==> src/rtl/wfsc_pkg.sv <==
// wfsc_pkg: shared types, codes and constants of the frame statistics counter
// no dependencies; imported by every module of the block
package wfsc_pkg;

  localparam int COUNTER_BITS_DEF = 32;
  localparam int RATE_SCALE_DEF   = 1000;

  localparam int STAT_W    = 5;
  localparam int VALUE_W   = 33;
  localparam int NUM_CNT   = 13;
  localparam int TOTAL_W   = 40;
  localparam int DIV_W     = 42;
  localparam int DEN_W     = 32;
  localparam int AVG_W     = 9;
  localparam int RATE_W    = 32;

  // operation codes
  localparam logic [1:0] OP_FRAME = 2'd0;
  localparam logic [1:0] OP_SNAP  = 2'd1;
  localparam logic [1:0] OP_CLEAR = 2'd2;

  // radio class codes
  localparam logic [1:0] CLASS_MISC = 2'd0;

  // statistic ids
  localparam logic [STAT_W-1:0] ID_TOTAL      = 5'd0;
  localparam logic [STAT_W-1:0] ID_MGMT       = 5'd1;
  localparam logic [STAT_W-1:0] ID_CTRL       = 5'd2;
  localparam logic [STAT_W-1:0] ID_DATA       = 5'd3;
  localparam logic [STAT_W-1:0] ID_BEACON     = 5'd4;
  localparam logic [STAT_W-1:0] ID_PROBE_REQ  = 5'd5;
  localparam logic [STAT_W-1:0] ID_PROBE_RESP = 5'd6;
  localparam logic [STAT_W-1:0] ID_ASSOC_REQ  = 5'd7;
  localparam logic [STAT_W-1:0] ID_ASSOC_RESP = 5'd8;
  localparam logic [STAT_W-1:0] ID_DEAUTH     = 5'd9;
  localparam logic [STAT_W-1:0] ID_DISASSOC   = 5'd10;
  localparam logic [STAT_W-1:0] ID_MALFORMED  = 5'd11;
  localparam logic [STAT_W-1:0] ID_OVERFLOW   = 5'd12;
  localparam logic [STAT_W-1:0] ID_AVG        = 5'd13;
  localparam logic [STAT_W-1:0] ID_PEAK       = 5'd14;
  localparam logic [STAT_W-1:0] ID_RATE       = 5'd15;
  localparam logic [STAT_W-1:0] ID_INTERVAL   = 5'd16;
  localparam logic [STAT_W-1:0] ID_ELAPSED    = 5'd17;

  typedef enum logic [1:0] {
    CMD_FRAME,
    CMD_BAD,
    CMD_SNAP,
    CMD_CLEAR
  } cmd_kind_t;

  typedef struct packed {
    cmd_kind_t          kind;
    logic [1:0]         ftype;
    logic               sub_hit;
    logic [3:0]         sub_idx;
    logic signed [7:0]  rssi;
    logic [31:0]        now_ms;
  } cmd_t;

  typedef enum logic [1:0] {
    ST_IDLE,
    ST_DIV_AVG,
    ST_DIV_RATE,
    ST_EMIT
  } back_state_t;

  // management subtype to counter index, msb set on a tracked subtype
  function automatic logic [4:0] subtype_map(input logic [3:0] sub);
    logic [4:0] r;
    case (sub)
      4'd0:    r = {1'b1, ID_ASSOC_REQ[3:0]};
      4'd1:    r = {1'b1, ID_ASSOC_RESP[3:0]};
      4'd4:    r = {1'b1, ID_PROBE_REQ[3:0]};
      4'd5:    r = {1'b1, ID_PROBE_RESP[3:0]};
      4'd8:    r = {1'b1, ID_BEACON[3:0]};
      4'd10:   r = {1'b1, ID_DISASSOC[3:0]};
      4'd12:   r = {1'b1, ID_DEAUTH[3:0]};
      default: r = 5'd0;
    endcase
    return r;
  endfunction

endpackage

==> src/rtl/wifi_frame_statistics_counter.sv <==
// wifi_frame_statistics_counter: top level of the 802.11 frame statistics block
// depends on wfsc_pkg, wfsc_front, wfsc_fifo, wfsc_back and wfsc_div
//
// usage
//   input channel (in_valid/in_ready) carries one descriptor word: a received
//   frame, a snapshot request or a session clear
//   output channel (out_valid/out_ready) carries the 18 statistic words of a
//   snapshot, ids 0 to 17, with last on the final one
//   apb port holds capture_enable at address 0; pready is always high
// throughput and snapshot sequence
//   the back end executes a frame or clear straight from idle, so with the
//   two-word queue the block sustains one frame per cycle outside snapshots
//   a snapshot runs two passes of the shared restoring divider, average
//   rssi then packet rate, then streams 18 words; commands wait in the queue
//   until the last word is loaded
// reset
//   synchronous rst clears all counters, start times, queue and capture_enable
// stalls
//   a stalled receiver holds the output word; the back end waits, the queue
//   fills and in_ready falls only when both queue slots are taken
module wifi_frame_statistics_counter #(
  parameter int COUNTER_BITS = wfsc_pkg::COUNTER_BITS_DEF,
  parameter int RATE_SCALE   = wfsc_pkg::RATE_SCALE_DEF
) (
  input  logic                                clk,
  input  logic                                rst,
  input  logic                                psel,
  input  logic                                penable,
  input  logic                                pwrite,
  input  logic [1:0]                          paddr,
  input  logic [31:0]                         pwdata,
  output logic [31:0]                         prdata,
  output logic                                pready,
  input  logic                                in_valid,
  output logic                                in_ready,
  input  logic [1:0]                          operation,
  input  logic [1:0]                          radio_class,
  input  logic                                payload_present,
  input  logic [11:0]                         frame_length,
  input  logic [7:0]                          rx_status,
  input  logic [7:0]                          frame_control_low,
  input  logic signed [7:0]                   rssi,
  input  logic [31:0]                         now_ms,
  output logic                                out_valid,
  input  logic                                out_ready,
  output logic [wfsc_pkg::STAT_W-1:0]         stat_id,
  output logic signed [wfsc_pkg::VALUE_W-1:0] stat_value,
  output logic                                last
);
  import wfsc_pkg::*;

  logic capture_enable;
  logic push;
  cmd_t push_cmd;
  logic not_empty;
  logic pop;
  cmd_t head;

  // register file: one bit at address 0, reads return it at any address
  assign pready = 1'b1;
  assign prdata = {31'd0, capture_enable};

  always_ff @(posedge clk) begin
    if (rst) begin
      capture_enable <= 1'b0;
    end else if (psel && penable && pwrite && paddr == 2'd0) begin
      capture_enable <= pwdata[0];
    end
  end

  // front: classify the descriptor word into a queue command
  wfsc_front u_front (
    .capture_enable    (capture_enable),
    .operation         (operation),
    .radio_class       (radio_class),
    .payload_present   (payload_present),
    .frame_length      (frame_length),
    .rx_status         (rx_status),
    .frame_control_low (frame_control_low),
    .rssi              (rssi),
    .now_ms            (now_ms),
    .push              (push),
    .cmd               (push_cmd),
    .accept            (in_valid && in_ready)
  );

  // queue decouples accept from execution
  wfsc_fifo u_fifo (
    .clk       (clk),
    .rst       (rst),
    .push      (push),
    .push_cmd  (push_cmd),
    .not_full  (in_ready),
    .pop       (pop),
    .not_empty (not_empty),
    .head      (head)
  );

  // back: counters, divider and snapshot streaming
  wfsc_back #(
    .COUNTER_BITS (COUNTER_BITS),
    .RATE_SCALE   (RATE_SCALE)
  ) u_back (
    .clk        (clk),
    .rst        (rst),
    .cmd_valid  (not_empty),
    .cmd        (head),
    .cmd_pop    (pop),
    .out_valid  (out_valid),
    .out_ready  (out_ready),
    .stat_id    (stat_id),
    .stat_value (stat_value),
    .last       (last)
  );

  // last marks exactly the elapsed-time word
  assert property (@(posedge clk) disable iff (rst)
    out_valid |-> (last == (stat_id == ID_ELAPSED)))
    else $error("last flag out of step with stat id");

  // no statistic id beyond the elapsed-time word
  assert property (@(posedge clk) disable iff (rst)
    out_valid |-> stat_id <= ID_ELAPSED)
    else $error("stat id out of range");

  // queue never pops while empty
  assert property (@(posedge clk) disable iff (rst)
    pop |-> not_empty)
    else $error("command popped from empty queue");

endmodule

==> src/rtl/wfsc_front.sv <==
// wfsc_front: accepts input words and classifies them into queue commands
// depends on wfsc_pkg
module wfsc_front (
  input  logic               capture_enable,
  input  logic [1:0]         operation,
  input  logic [1:0]         radio_class,
  input  logic               payload_present,
  input  logic [11:0]        frame_length,
  input  logic [7:0]         rx_status,
  input  logic [7:0]         frame_control_low,
  input  logic signed [7:0]  rssi,
  input  logic [31:0]        now_ms,
  output logic               push,
  output wfsc_pkg::cmd_t     cmd,
  input  logic               accept
);
  import wfsc_pkg::*;

  logic [1:0] ftype;
  logic [4:0] sub;
  logic       bad;

  assign ftype = frame_control_low[3:2];
  assign sub   = subtype_map(frame_control_low[7:4]);

  always_comb begin
    bad = !payload_present || (frame_length < 12'd2) || (rx_status != 8'd0) ||
          (frame_control_low[1:0] != 2'd0) || (ftype == 2'd3) ||
          (radio_class != ftype + 2'd1);
    cmd.ftype   = ftype;
    cmd.sub_hit = sub[4];
    cmd.sub_idx = sub[3:0];
    cmd.rssi    = rssi;
    cmd.now_ms  = now_ms;
    cmd.kind    = CMD_FRAME;
    push        = 1'b0;
    case (operation)
      OP_FRAME: begin
        cmd.kind = bad ? CMD_BAD : CMD_FRAME;
        push     = accept && capture_enable && (radio_class != CLASS_MISC);
      end
      OP_SNAP: begin
        cmd.kind = CMD_SNAP;
        push     = accept;
      end
      OP_CLEAR: begin
        cmd.kind = CMD_CLEAR;
        push     = accept;
      end
      default: begin
        push = 1'b0;
      end
    endcase
  end

endmodule

==> src/rtl/wfsc_fifo.sv <==
// wfsc_fifo: two-entry command queue between front and back
// depends on wfsc_pkg
module wfsc_fifo (
  input  logic            clk,
  input  logic            rst,
  input  logic            push,
  input  wfsc_pkg::cmd_t  push_cmd,
  output logic            not_full,
  input  logic            pop,
  output logic            not_empty,
  output wfsc_pkg::cmd_t  head
);
  import wfsc_pkg::*;

  cmd_t       slots [2];
  logic       wptr;
  logic       rptr;
  logic [1:0] count;

  assign not_full  = (count != 2'd2);
  assign not_empty = (count != 2'd0);
  assign head      = slots[rptr];

  always_ff @(posedge clk) begin
    if (rst) begin
      wptr  <= 1'b0;
      rptr  <= 1'b0;
      count <= 2'd0;
    end else begin
      if (push) wptr <= ~wptr;
      if (pop) rptr <= ~rptr;
      count <= count + 2'(push) - 2'(pop);
    end
  end

  always_ff @(posedge clk) begin
    if (push) slots[wptr] <= push_cmd;
  end

endmodule

==> src/rtl/wfsc_div.sv <==
// wfsc_div: restoring divider, one quotient bit per cycle
// depends on wfsc_pkg
module wfsc_div (
  input  logic                        clk,
  input  logic                        rst,
  input  logic                        start,
  input  logic [wfsc_pkg::DIV_W-1:0]  dividend,
  input  logic [wfsc_pkg::DEN_W-1:0]  divisor,
  output logic                        done,
  output logic [wfsc_pkg::DIV_W-1:0]  quotient
);
  import wfsc_pkg::*;

  localparam int CW = $clog2(DIV_W);

  logic [DEN_W:0]   rem;
  logic [DEN_W-1:0] den;
  logic [CW-1:0]    cnt;
  logic             busy;
  logic [DEN_W:0]   shifted;
  logic             fits;

  assign shifted = {rem[DEN_W-1:0], quotient[DIV_W-1]};
  assign fits    = shifted >= {1'b0, den};

  always_ff @(posedge clk) begin
    if (rst) begin
      busy <= 1'b0;
      done <= 1'b0;
      cnt  <= '0;
    end else begin
      done <= 1'b0;
      if (start) begin
        busy <= 1'b1;
        cnt  <= '0;
      end else if (busy) begin
        cnt <= cnt + CW'(1);
        if (cnt == CW'(DIV_W - 1)) begin
          busy <= 1'b0;
          done <= 1'b1;
        end
      end
    end
  end

  always_ff @(posedge clk) begin
    if (start) begin
      rem      <= '0;
      den      <= divisor;
      quotient <= dividend;
    end else if (busy) begin
      rem      <= fits ? shifted - {1'b0, den} : shifted;
      quotient <= {quotient[DIV_W-2:0], fits};
    end
  end

endmodule

==> src/rtl/wfsc_back.sv <==
// wfsc_back: statistics state, command execution and snapshot sequencer
// depends on wfsc_pkg and wfsc_div
module wfsc_back #(
  parameter int COUNTER_BITS = wfsc_pkg::COUNTER_BITS_DEF,
  parameter int RATE_SCALE   = wfsc_pkg::RATE_SCALE_DEF
) (
  input  logic                                clk,
  input  logic                                rst,
  input  logic                                cmd_valid,
  input  wfsc_pkg::cmd_t                      cmd,
  output logic                                cmd_pop,
  output logic                                out_valid,
  input  logic                                out_ready,
  output logic [wfsc_pkg::STAT_W-1:0]         stat_id,
  output logic signed [wfsc_pkg::VALUE_W-1:0] stat_value,
  output logic                                last
);
  import wfsc_pkg::*;

  localparam int CB = COUNTER_BITS;
  localparam logic [CB-1:0] CMAX = '1;

  logic [CB-1:0]            counters [NUM_CNT];
  logic [CB-1:0]            pkts;
  logic [CB-1:0]            rcount;
  logic signed [TOTAL_W-1:0] rtotal;
  logic signed [7:0]        peak;
  logic [31:0]              istart;
  logic [31:0]              sstart;

  back_state_t              state, state_next;
  logic [STAT_W-1:0]        eidx;
  logic [31:0]              ival;
  logic [31:0]              elap;
  logic [DIV_W-1:0]         prod;
  logic signed [AVG_W-1:0]  avg;
  logic [RATE_W-1:0]        rate;

  logic                     div_start;
  logic                     div_done;
  logic [DIV_W-1:0]         div_num;
  logic [DEN_W-1:0]         div_den;
  logic [DIV_W-1:0]         div_q;
  logic                     emit_load;
  logic                     do_cmd;

  logic [NUM_CNT-1:0]       inc;
  logic [NUM_CNT-1:0]       sat;
  logic                     rssi_drop;
  logic [2:0]               n_ovf;
  logic [CB:0]              ovf_sum;
  logic [TOTAL_W-1:0]       abs_total;

  wfsc_div u_div (
    .clk      (clk),
    .rst      (rst),
    .start    (div_start),
    .dividend (div_num),
    .divisor  (div_den),
    .done     (div_done),
    .quotient (div_q)
  );

  assign abs_total = rtotal[TOTAL_W-1] ? TOTAL_W'(-rtotal) : TOTAL_W'(rtotal);
  assign div_num   = (state == ST_IDLE) ? DIV_W'(abs_total) : prod;
  assign div_den   = (state == ST_IDLE) ? DEN_W'(rcount) : ival;

  // next state
  always_comb begin
    state_next = state;
    case (state)
      ST_IDLE:     if (cmd_valid && cmd.kind == CMD_SNAP) state_next = ST_DIV_AVG;
      ST_DIV_AVG:  if (div_done) state_next = ST_DIV_RATE;
      ST_DIV_RATE: if (div_done) state_next = ST_EMIT;
      ST_EMIT:     if (emit_load && eidx == ID_ELAPSED) state_next = ST_IDLE;
      default:     state_next = ST_IDLE;
    endcase
  end

  // control outputs
  always_comb begin
    do_cmd    = (state == ST_IDLE) && cmd_valid;
    cmd_pop   = do_cmd;
    div_start = (do_cmd && cmd.kind == CMD_SNAP) || (state == ST_DIV_AVG && div_done);
    emit_load = (state == ST_EMIT) && (!out_valid || out_ready);
  end

  // counter increments of one frame command
  always_comb begin
    inc = '0;
    if (do_cmd && cmd.kind == CMD_FRAME) begin
      inc[ID_TOTAL[3:0]] = 1'b1;
      inc[4'(cmd.ftype) + ID_MGMT[3:0]] = 1'b1;
      if (cmd.ftype == 2'd0 && cmd.sub_hit) inc[cmd.sub_idx] = 1'b1;
    end
    if (do_cmd && cmd.kind == CMD_BAD) inc[ID_MALFORMED[3:0]] = 1'b1;
    for (int i = 0; i < NUM_CNT; i++) sat[i] = (counters[i] == CMAX);
    rssi_drop = do_cmd && cmd.kind == CMD_FRAME && rcount == CMAX;
    n_ovf   = 3'($countones(inc & sat)) + 3'(rssi_drop);
    ovf_sum = {1'b0, counters[ID_OVERFLOW[3:0]]} + (CB+1)'(n_ovf);
  end

  always_ff @(posedge clk) begin
    if (rst) begin
      state <= ST_IDLE;
      for (int i = 0; i < NUM_CNT; i++) counters[i] <= '0;
      pkts   <= '0;
      rcount <= '0;
      rtotal <= '0;
      peak   <= '0;
      istart <= '0;
      sstart <= '0;
      eidx   <= '0;
      out_valid <= 1'b0;
    end else begin
      state <= state_next;
      if (do_cmd && cmd.kind == CMD_CLEAR) begin
        for (int i = 0; i < NUM_CNT; i++) counters[i] <= '0;
        pkts   <= '0;
        rcount <= '0;
        rtotal <= '0;
        peak   <= '0;
        istart <= cmd.now_ms;
        sstart <= cmd.now_ms;
      end else begin
        for (int i = 0; i < NUM_CNT - 1; i++) begin
          if (inc[i] && !sat[i]) counters[i] <= counters[i] + CB'(1);
        end
        counters[ID_OVERFLOW[3:0]] <= ovf_sum[CB] ? CMAX : ovf_sum[CB-1:0];
        if (do_cmd && cmd.kind == CMD_FRAME) begin
          if (pkts != CMAX) pkts <= pkts + CB'(1);
          if (rcount != CMAX) begin
            if (rcount == '0 || cmd.rssi > peak) peak <= cmd.rssi;
            rtotal <= rtotal + TOTAL_W'(cmd.rssi);
            rcount <= rcount + CB'(1);
          end
        end
        if (do_cmd && cmd.kind == CMD_SNAP) begin
          istart <= cmd.now_ms;
          pkts   <= '0;
        end
      end
      if (div_start && state == ST_IDLE) eidx <= '0;
      else if (emit_load) eidx <= eidx + STAT_W'(1);
      if (emit_load) out_valid <= 1'b1;
      else if (out_ready) out_valid <= 1'b0;
    end
  end

  // snapshot operands and results
  always_ff @(posedge clk) begin
    if (do_cmd && cmd.kind == CMD_SNAP) begin
      ival <= cmd.now_ms - istart;
      elap <= cmd.now_ms - sstart;
      prod <= DIV_W'(pkts) * DIV_W'(RATE_SCALE);
    end
    if (state == ST_DIV_AVG && div_done) begin
      if (rcount == '0) avg <= '0;
      else if (rtotal[TOTAL_W-1]) avg <= -AVG_W'(div_q);
      else avg <= AVG_W'(div_q);
    end
    if (state == ST_DIV_RATE && div_done) begin
      if (ival == 32'd0) rate <= '0;
      else if (div_q[DIV_W-1:RATE_W] != '0) rate <= '1;
      else rate <= div_q[RATE_W-1:0];
    end
  end

  // output register
  always_ff @(posedge clk) begin
    if (emit_load) begin
      stat_id <= eidx;
      last    <= (eidx == ID_ELAPSED);
      case (eidx)
        ID_AVG:      stat_value <= VALUE_W'(avg);
        ID_PEAK:     stat_value <= (rcount == '0) ? '0 : VALUE_W'(peak);
        ID_RATE:     stat_value <= {1'b0, rate};
        ID_INTERVAL: stat_value <= {1'b0, ival};
        ID_ELAPSED:  stat_value <= {1'b0, elap};
        default:     stat_value <= {{(VALUE_W-CB){1'b0}}, counters[eidx[3:0]]};
      endcase
    end
  end

endmodule

==> config.mk <==
export PLATFORM = sky130hd
export DESIGN_NAME = wifi_frame_statistics_counter
export DESIGN_NICKNAME = d
export VERILOG_FILES = /design/src/rtl/wfsc_pkg.sv /design/src/rtl/wifi_frame_statistics_counter.sv /design/src/rtl/wfsc_front.sv /design/src/rtl/wfsc_fifo.sv /design/src/rtl/wfsc_div.sv /design/src/rtl/wfsc_back.sv
export SDC_FILE = /design/constraint.sdc
export NUM_CORES = 2
export LEC_CHECK = 0
export ABC_CLOCK_PERIOD_IN_PS = 17150
export BUFFER_PORTS_ARGS = -buffer_cell sky130_fd_sc_hd__buf_2
export CORE_UTILIZATION = 50
export DETAILED_ROUTE_END_ITERATION = 10
export GPL_TIMING_DRIVEN = 0
export PLACE_DENSITY = 0.67
export SYNTH_ARGS = -nofsm -noshare
export SYNTH_HDL_FRONTEND = slang
export SYNTH_SLANG_ARGS = --single-unit
==> constraint.sdc <==
create_clock -name clk -period 17.15 [get_ports clk]
set_input_delay 0.8575 -clock clk [delete_from_list [all_inputs] [get_ports clk]]
set_output_delay 0.8575 -clock clk [all_outputs]
set_load 0.01 [all_outputs]
=== After elaboration in Yosys (flattened, before gate mapping) ===
Memories as Yosys holds them, arrays and structs flattened. A register that Yosys moved wholly into a read port is not among the register bits.
Index checks and enable logic that the tools add are counted.

* Magnitude comparators: 7
* Bitwise gates (word level): 31
* Reductions and logical operators: 81
* Add/subtract/negate cells: 40
* Div/mod/pow operators: 0
* Shift operators: 0
* $mul: 1
* Muxes and demuxes: 123
* Equality and inequality tests: 43

{| class="wikitable"
|+ Operator list
! operator !! number
|-
| $mux 32 || 32
|-
| $add 32x1->32 const B || 14
|-
| $eq 32x32->1 const B || 14
|-
| $pmux 33 s5 || 1
|-
| $mux 42 || 3
|-
| $sub 32x32->32 || 3
|-
| $mux 1 || 70
|-
| $logic_not 32->1 || 2
|-
| $ne 32x32->1 const B || 2
|-
| $add 40x8->40 || 1
|-
| $mux 40 || 1
|-
| $neg 40->40 || 1
|-
| $mul 32x7->39 const B || 1
|-
| $pmux 5 s7 || 1
|-
| $add 32x3->33 || 1
|-
| $ge 33x32->1 || 1
|-
| $logic_and 1x1->1 || 33
|-
| $mux 33 || 1
|-
| $mux 13 || 2
|-
| $or 1x1->1 || 26
|-
| $add 3x3->3 || 5
|-
| $eq 5x4->1 const B || 3
|-
| $logic_not 1->1 || 14
|-
| $and 13x13->13 || 1
|-
| other kinds (43) || 93
|}

* Flip-flop bits (word level): 486
* Bits in latches: 0
* Output and inout bits: 74
* Bits in read-only memories: 0
* Input bits: 114
* RAM bits: 514
* Word-level logic and storage cells: 355
* Memories kept: 2

{| class="wikitable"
|+ Memory list
! name !! depth !! width !! rd ports !! clocked after Yosys merged registers in !! wr ports !! line !! source
|-
| u_back.counters || 13 || 32 || 14 || 1 || 13 || wfsc_back.sv:23 || <nowiki>logic [CB-1:0] counters [NUM_CNT];</nowiki>
|-
| u_fifo.slots || 2 || 49 || 1 || 1 || 1 || wfsc_fifo.sv:15 || <nowiki>cmd_t slots [2];</nowiki>
|}

=== Longest topological paths before layout ===
* Depth after elaboration: 18
* Depth in mapped cells: 31
* Mapped depth without buffers: 28

=== Modules after synthesis ===
A second synthesis with hierarchy kept.

* Cells, all modules: 5864
* Area total of the unflattened synthesis: 61634.1 um2

{| class="wikitable"
|+ By module, submodules not included
! module !! instances !! sequential area each (um2) !! cells each !! area each (um2)
|-
| wfsc_back || 1 || 21430.6 || 4940 || 50487.2
|-
| wfsc_div || 1 || 3022.9 || 633 || 6466.2
|-
| wfsc_fifo || 1 || 3042.9 || 173 || 3797.4
|-
| wfsc_front || 1 || 0.0 || 76 || 569.3
|-
| wifi_frame_statistics_counter || 1 || 20.0 || 42 || 314.1
|}

=== Worst setup path after synthesis ===
Ideal clock, no wire load.

* Kind: register to register
* Start point: register with a tool-made name
* End point: memory u_back.counters[12][10] (netlist name) (data pin)
* Data required time: 17.003 ns
* Setup slack: 9.992 ns
* Path buffers: 6
* Clock period less this slack: 7.158 ns
* Library setup time: 0.147 ns
* Data arrival time: 7.011 ns
* Cell stages (with the launch flop): 31
* Cells stage by stage: dfxtp_1 -> buf_6 -> clkbuf_1 -> clkbuf_1 -> buf_1 -> mux2i_1 -> ha_1 -> nand2_1 -> nor2_1 -> a21oi_1 -> nor4_1 -> ha_1 -> inv_1 -> fa_1 -> inv_1 -> fa_1 -> inv_1 -> fa_1 -> inv_1 -> ha_1 -> xnor2_1 -> xnor2_1 -> xnor2_1 -> ha_1 -> nor2b_1 -> o21ai_1 -> nor4_1 -> nand2b_1 -> clkbuf_1 -> clkbuf_1 -> a21oi_1

{| class="wikitable"
|+ RTL lines
! element !! line
|-
| to (decl) || wfsc_back.sv:23
|}

==> impl_metrics.yaml <==
outcome:
  run_status: "finished, final reports clean"
clock_network:
  clockRootBuffer: "clkbuf_16"
  post_cts_buffers: 0
  clk_pin_slew_ns: 0.06
  cts_made_buffers: 112
  clock_sinks: 1005
  clockBufferDepth: 3
  ctsHoldBuffers: 0
  htreeDepth: 3
  cts_tree: "yes"
  cts_resized: 0
  insertion_delay_ns: 0.72
power:
  p_per_area_nw_per_um2: 126
  p_leak_nw: 25.6
  irDropWorstVdd_v: 0.000122
route:
  wl_um: 173000
  vias_per_cell: 5.90
  wl_per_cell_um: 21.7
  first_pass_iters: 6
  num_vias: 47000
  drcViolationCount: 0
  drt.antenna.violating_nets: 0
  drtIter0Drc: 5502
yosys:
  synth_edf_count: 739
  yosys.area.top_type_share: 0.361
  synth_largest_area_cell: "edfxtp_1"
  syn_inst: 5944
  yosysWarnings: 0
  ys_ff_latch: 1005
  synth_cell_type_count: 91
  syn_area_um2: 61500
  synthFlopType: "edfxtp_1"
  yosysSeqAreaShare: 0.448
  synth_area_leaders: "edfxtp_1, dfxtp_1, ha_1"
  synthArstFlopShare: 0
  avgSynthCellArea_um2: 10.3
place:
  gp_congestion: 0.975
  pre_cts_ws_ns: 7.00
  portBuffers: 122
  placedCellCount: 7762
  post-dp-hpwl_um: 134000
grt:
  grt_usage: 0.273
  gr-total-overflow: 0
  grt_max_degree: 63
  grt_pass1_wl_um: 263000
  grt_pass1_vias: 43900
  antenna_found_initial: 11
timing:
  finalSetupViolCount: 0
  relSlewSlack: 0.126
  fmax_ghz: 0.100
  tightest_slew_ns: 1.30
  finalCriticalPeriod_ns: 9.98
  setup_ws_ns: 7.17
  finalSetupTns_ns: 0
  rsz0062_at_grt: "no"
  fin_crit_sh: 0.582
  fin_hold_ws_ns: 0.326
  finalHoldViolations: 0
  clock_skew_ns: 0.0246
  drv_slew: 0
die:
  initial_core_util: 0.504
  die-area_um2: 124000
  die_w_um: 353
  num_rows: 128
  core_area_um2: 122000
  fp.dieH_um: 353
  io_pins: 188
finish:
  final_cell_mix: "nor2_1, edfxtp_1, nand2_1, xor2_1, inv_1"
  fin_cells: 7975
  layout_commonest_cell: "nor2_1"
  area_delta_synth_final_pct: 11.3
  final_util: 0.561
  diodes: 0
  drive_gt1_frac: 0.0959
  nets: 6769
setup_path:
  start_kind: "flip-flop"
  cp_data_required_time_ns: 17.57
  worstRegToRegCells: 28
  arrival_ns: 10.40
  critPathSlowestCell: "buf_1"
  crit_type: "flip-flop to flip-flop"
  max_stage_delay_ns: 0.93
  cp-end-kind: "flip-flop"
  path_max_fanout: 10
job:
  maxCapViolations: 0
hold_path:
  hold_depth: 1
  worstHoldPathType: "input pin to flip-flop"
==> metal layers <==
metal | track usage | part of all wire | up-vias
met5 | 0 | 0.00019 | -
met4 | 0.0825 | 0.029 | 6
met3 | 0.0441 | 0.093 | 273
met2 | 0.416 | 0.44 | 1990
met1 | 0.400 | 0.44 | 22900
li1 | - | - | 21800
==> worst max-delay path, delay by kind of cell (launching register included) <==
| family | cells | cell delay, ns |
|---|---|---|
| buf+inv | 8 | 3.17 |
| compound gates | 3 | 0.96 |
| mux | 1 | 0.45 |
| fa+ha+maj | 7 | 2.69 |
| simple gates | 6 | 1.45 |
| xor+xnor | 3 | 0.57 |
| flops | 1 | 0.36 |
==> power breakdown <==
group	leakage (nW)	switching [W]	internal [W]
Clock	1.84	0.00105	0.00145
Sequential	9.33	0.000312	0.00306
Combinational	14.4	0.00172	0.00105
Total	25.6	0.00309	0.00556
==> cell usage after synthesis (all sizes together), types with 106 or more instances <==
| library cell | instances |
|---|---|
| o21ai | 229 |
| ha | 273 |
| clkbuf | 206 |
| xnor2 | 273 |
| nand3 | 253 |
| mux4 | 128 |
| dfxtp | 266 |
| and3 | 106 |
| nand2 | 497 |
| a21oi | 240 |
| xor2 | 363 |
| edfxtp | 739 |
| fa | 130 |
| inv | 347 |
| nor2 | 784 |
==> per-stage QoR <==
stage	power [W]	area (um2)
3_5_place_dp	0.00612	64600
5_1_grt	0.00905	68400
4_1_cts	0.00862	68400
6_report	0.00864	68400
3_3_place_gp	0.00606	64300
2_1_floorplan	0.00527	61700
==> sequential cells by signal (all words and copies together) (netlist names), 8 cells and up, named ones only <==
register and count:
u_back.sstart 32, u_back.u_div.den 32, u_back.ival 32, u_back.istart 32, u_back.elap 32, u_back.u_div.quotient 42, u_back.u_div.rem 32, u_back.pkts 32
u_back.counters 416, u_back.rtotal 40, u_back.stat_value 33, u_back.prod 39, u_back.avg 9, u_fifo.slots 98, u_back.rate 32, u_back.peak 8
u_back.rcount 32
==> area by class of cell <==
class / instances / area [um2]
Fill cell: 10500 / 53500
Multi-Input combinational cell: 4390 / 31800
Sequential cell: 1005 / 27500
Clock buffer: 137 / 2980
Tap cell: 1625 / 2030
Inverter: 349 / 1310
Buffer: 262 / 1130
Timing Repair Buffer: 132 / 848
Clock inverter: 75 / 802
==> cell families after synthesis <==
family	count (synthesis)	share of synthesized area
compound gates	954	0.0998
buf+inv	611	0.0397
other cells	2	0.000122
mux	247	0.0678
fa+ha+maj	403	0.0979
xor+xnor	636	0.0906
simple gates	2086	0.156
flops	1005	0.448
==> path summary, 6_finish.rpt <==
path	slack, ns	startpoint	endpoint
min reg2reg	0.47	u_back.istart[21]	u_back.istart[21]
max	7.17	flip-flop	u_back.counters[12][6]
min	0.33	now_ms[0]	u_fifo.slots[0][0]
max reg2reg	7.17	flip-flop	u_back.counters[12][6]
(Power assumes the default switching activity.)
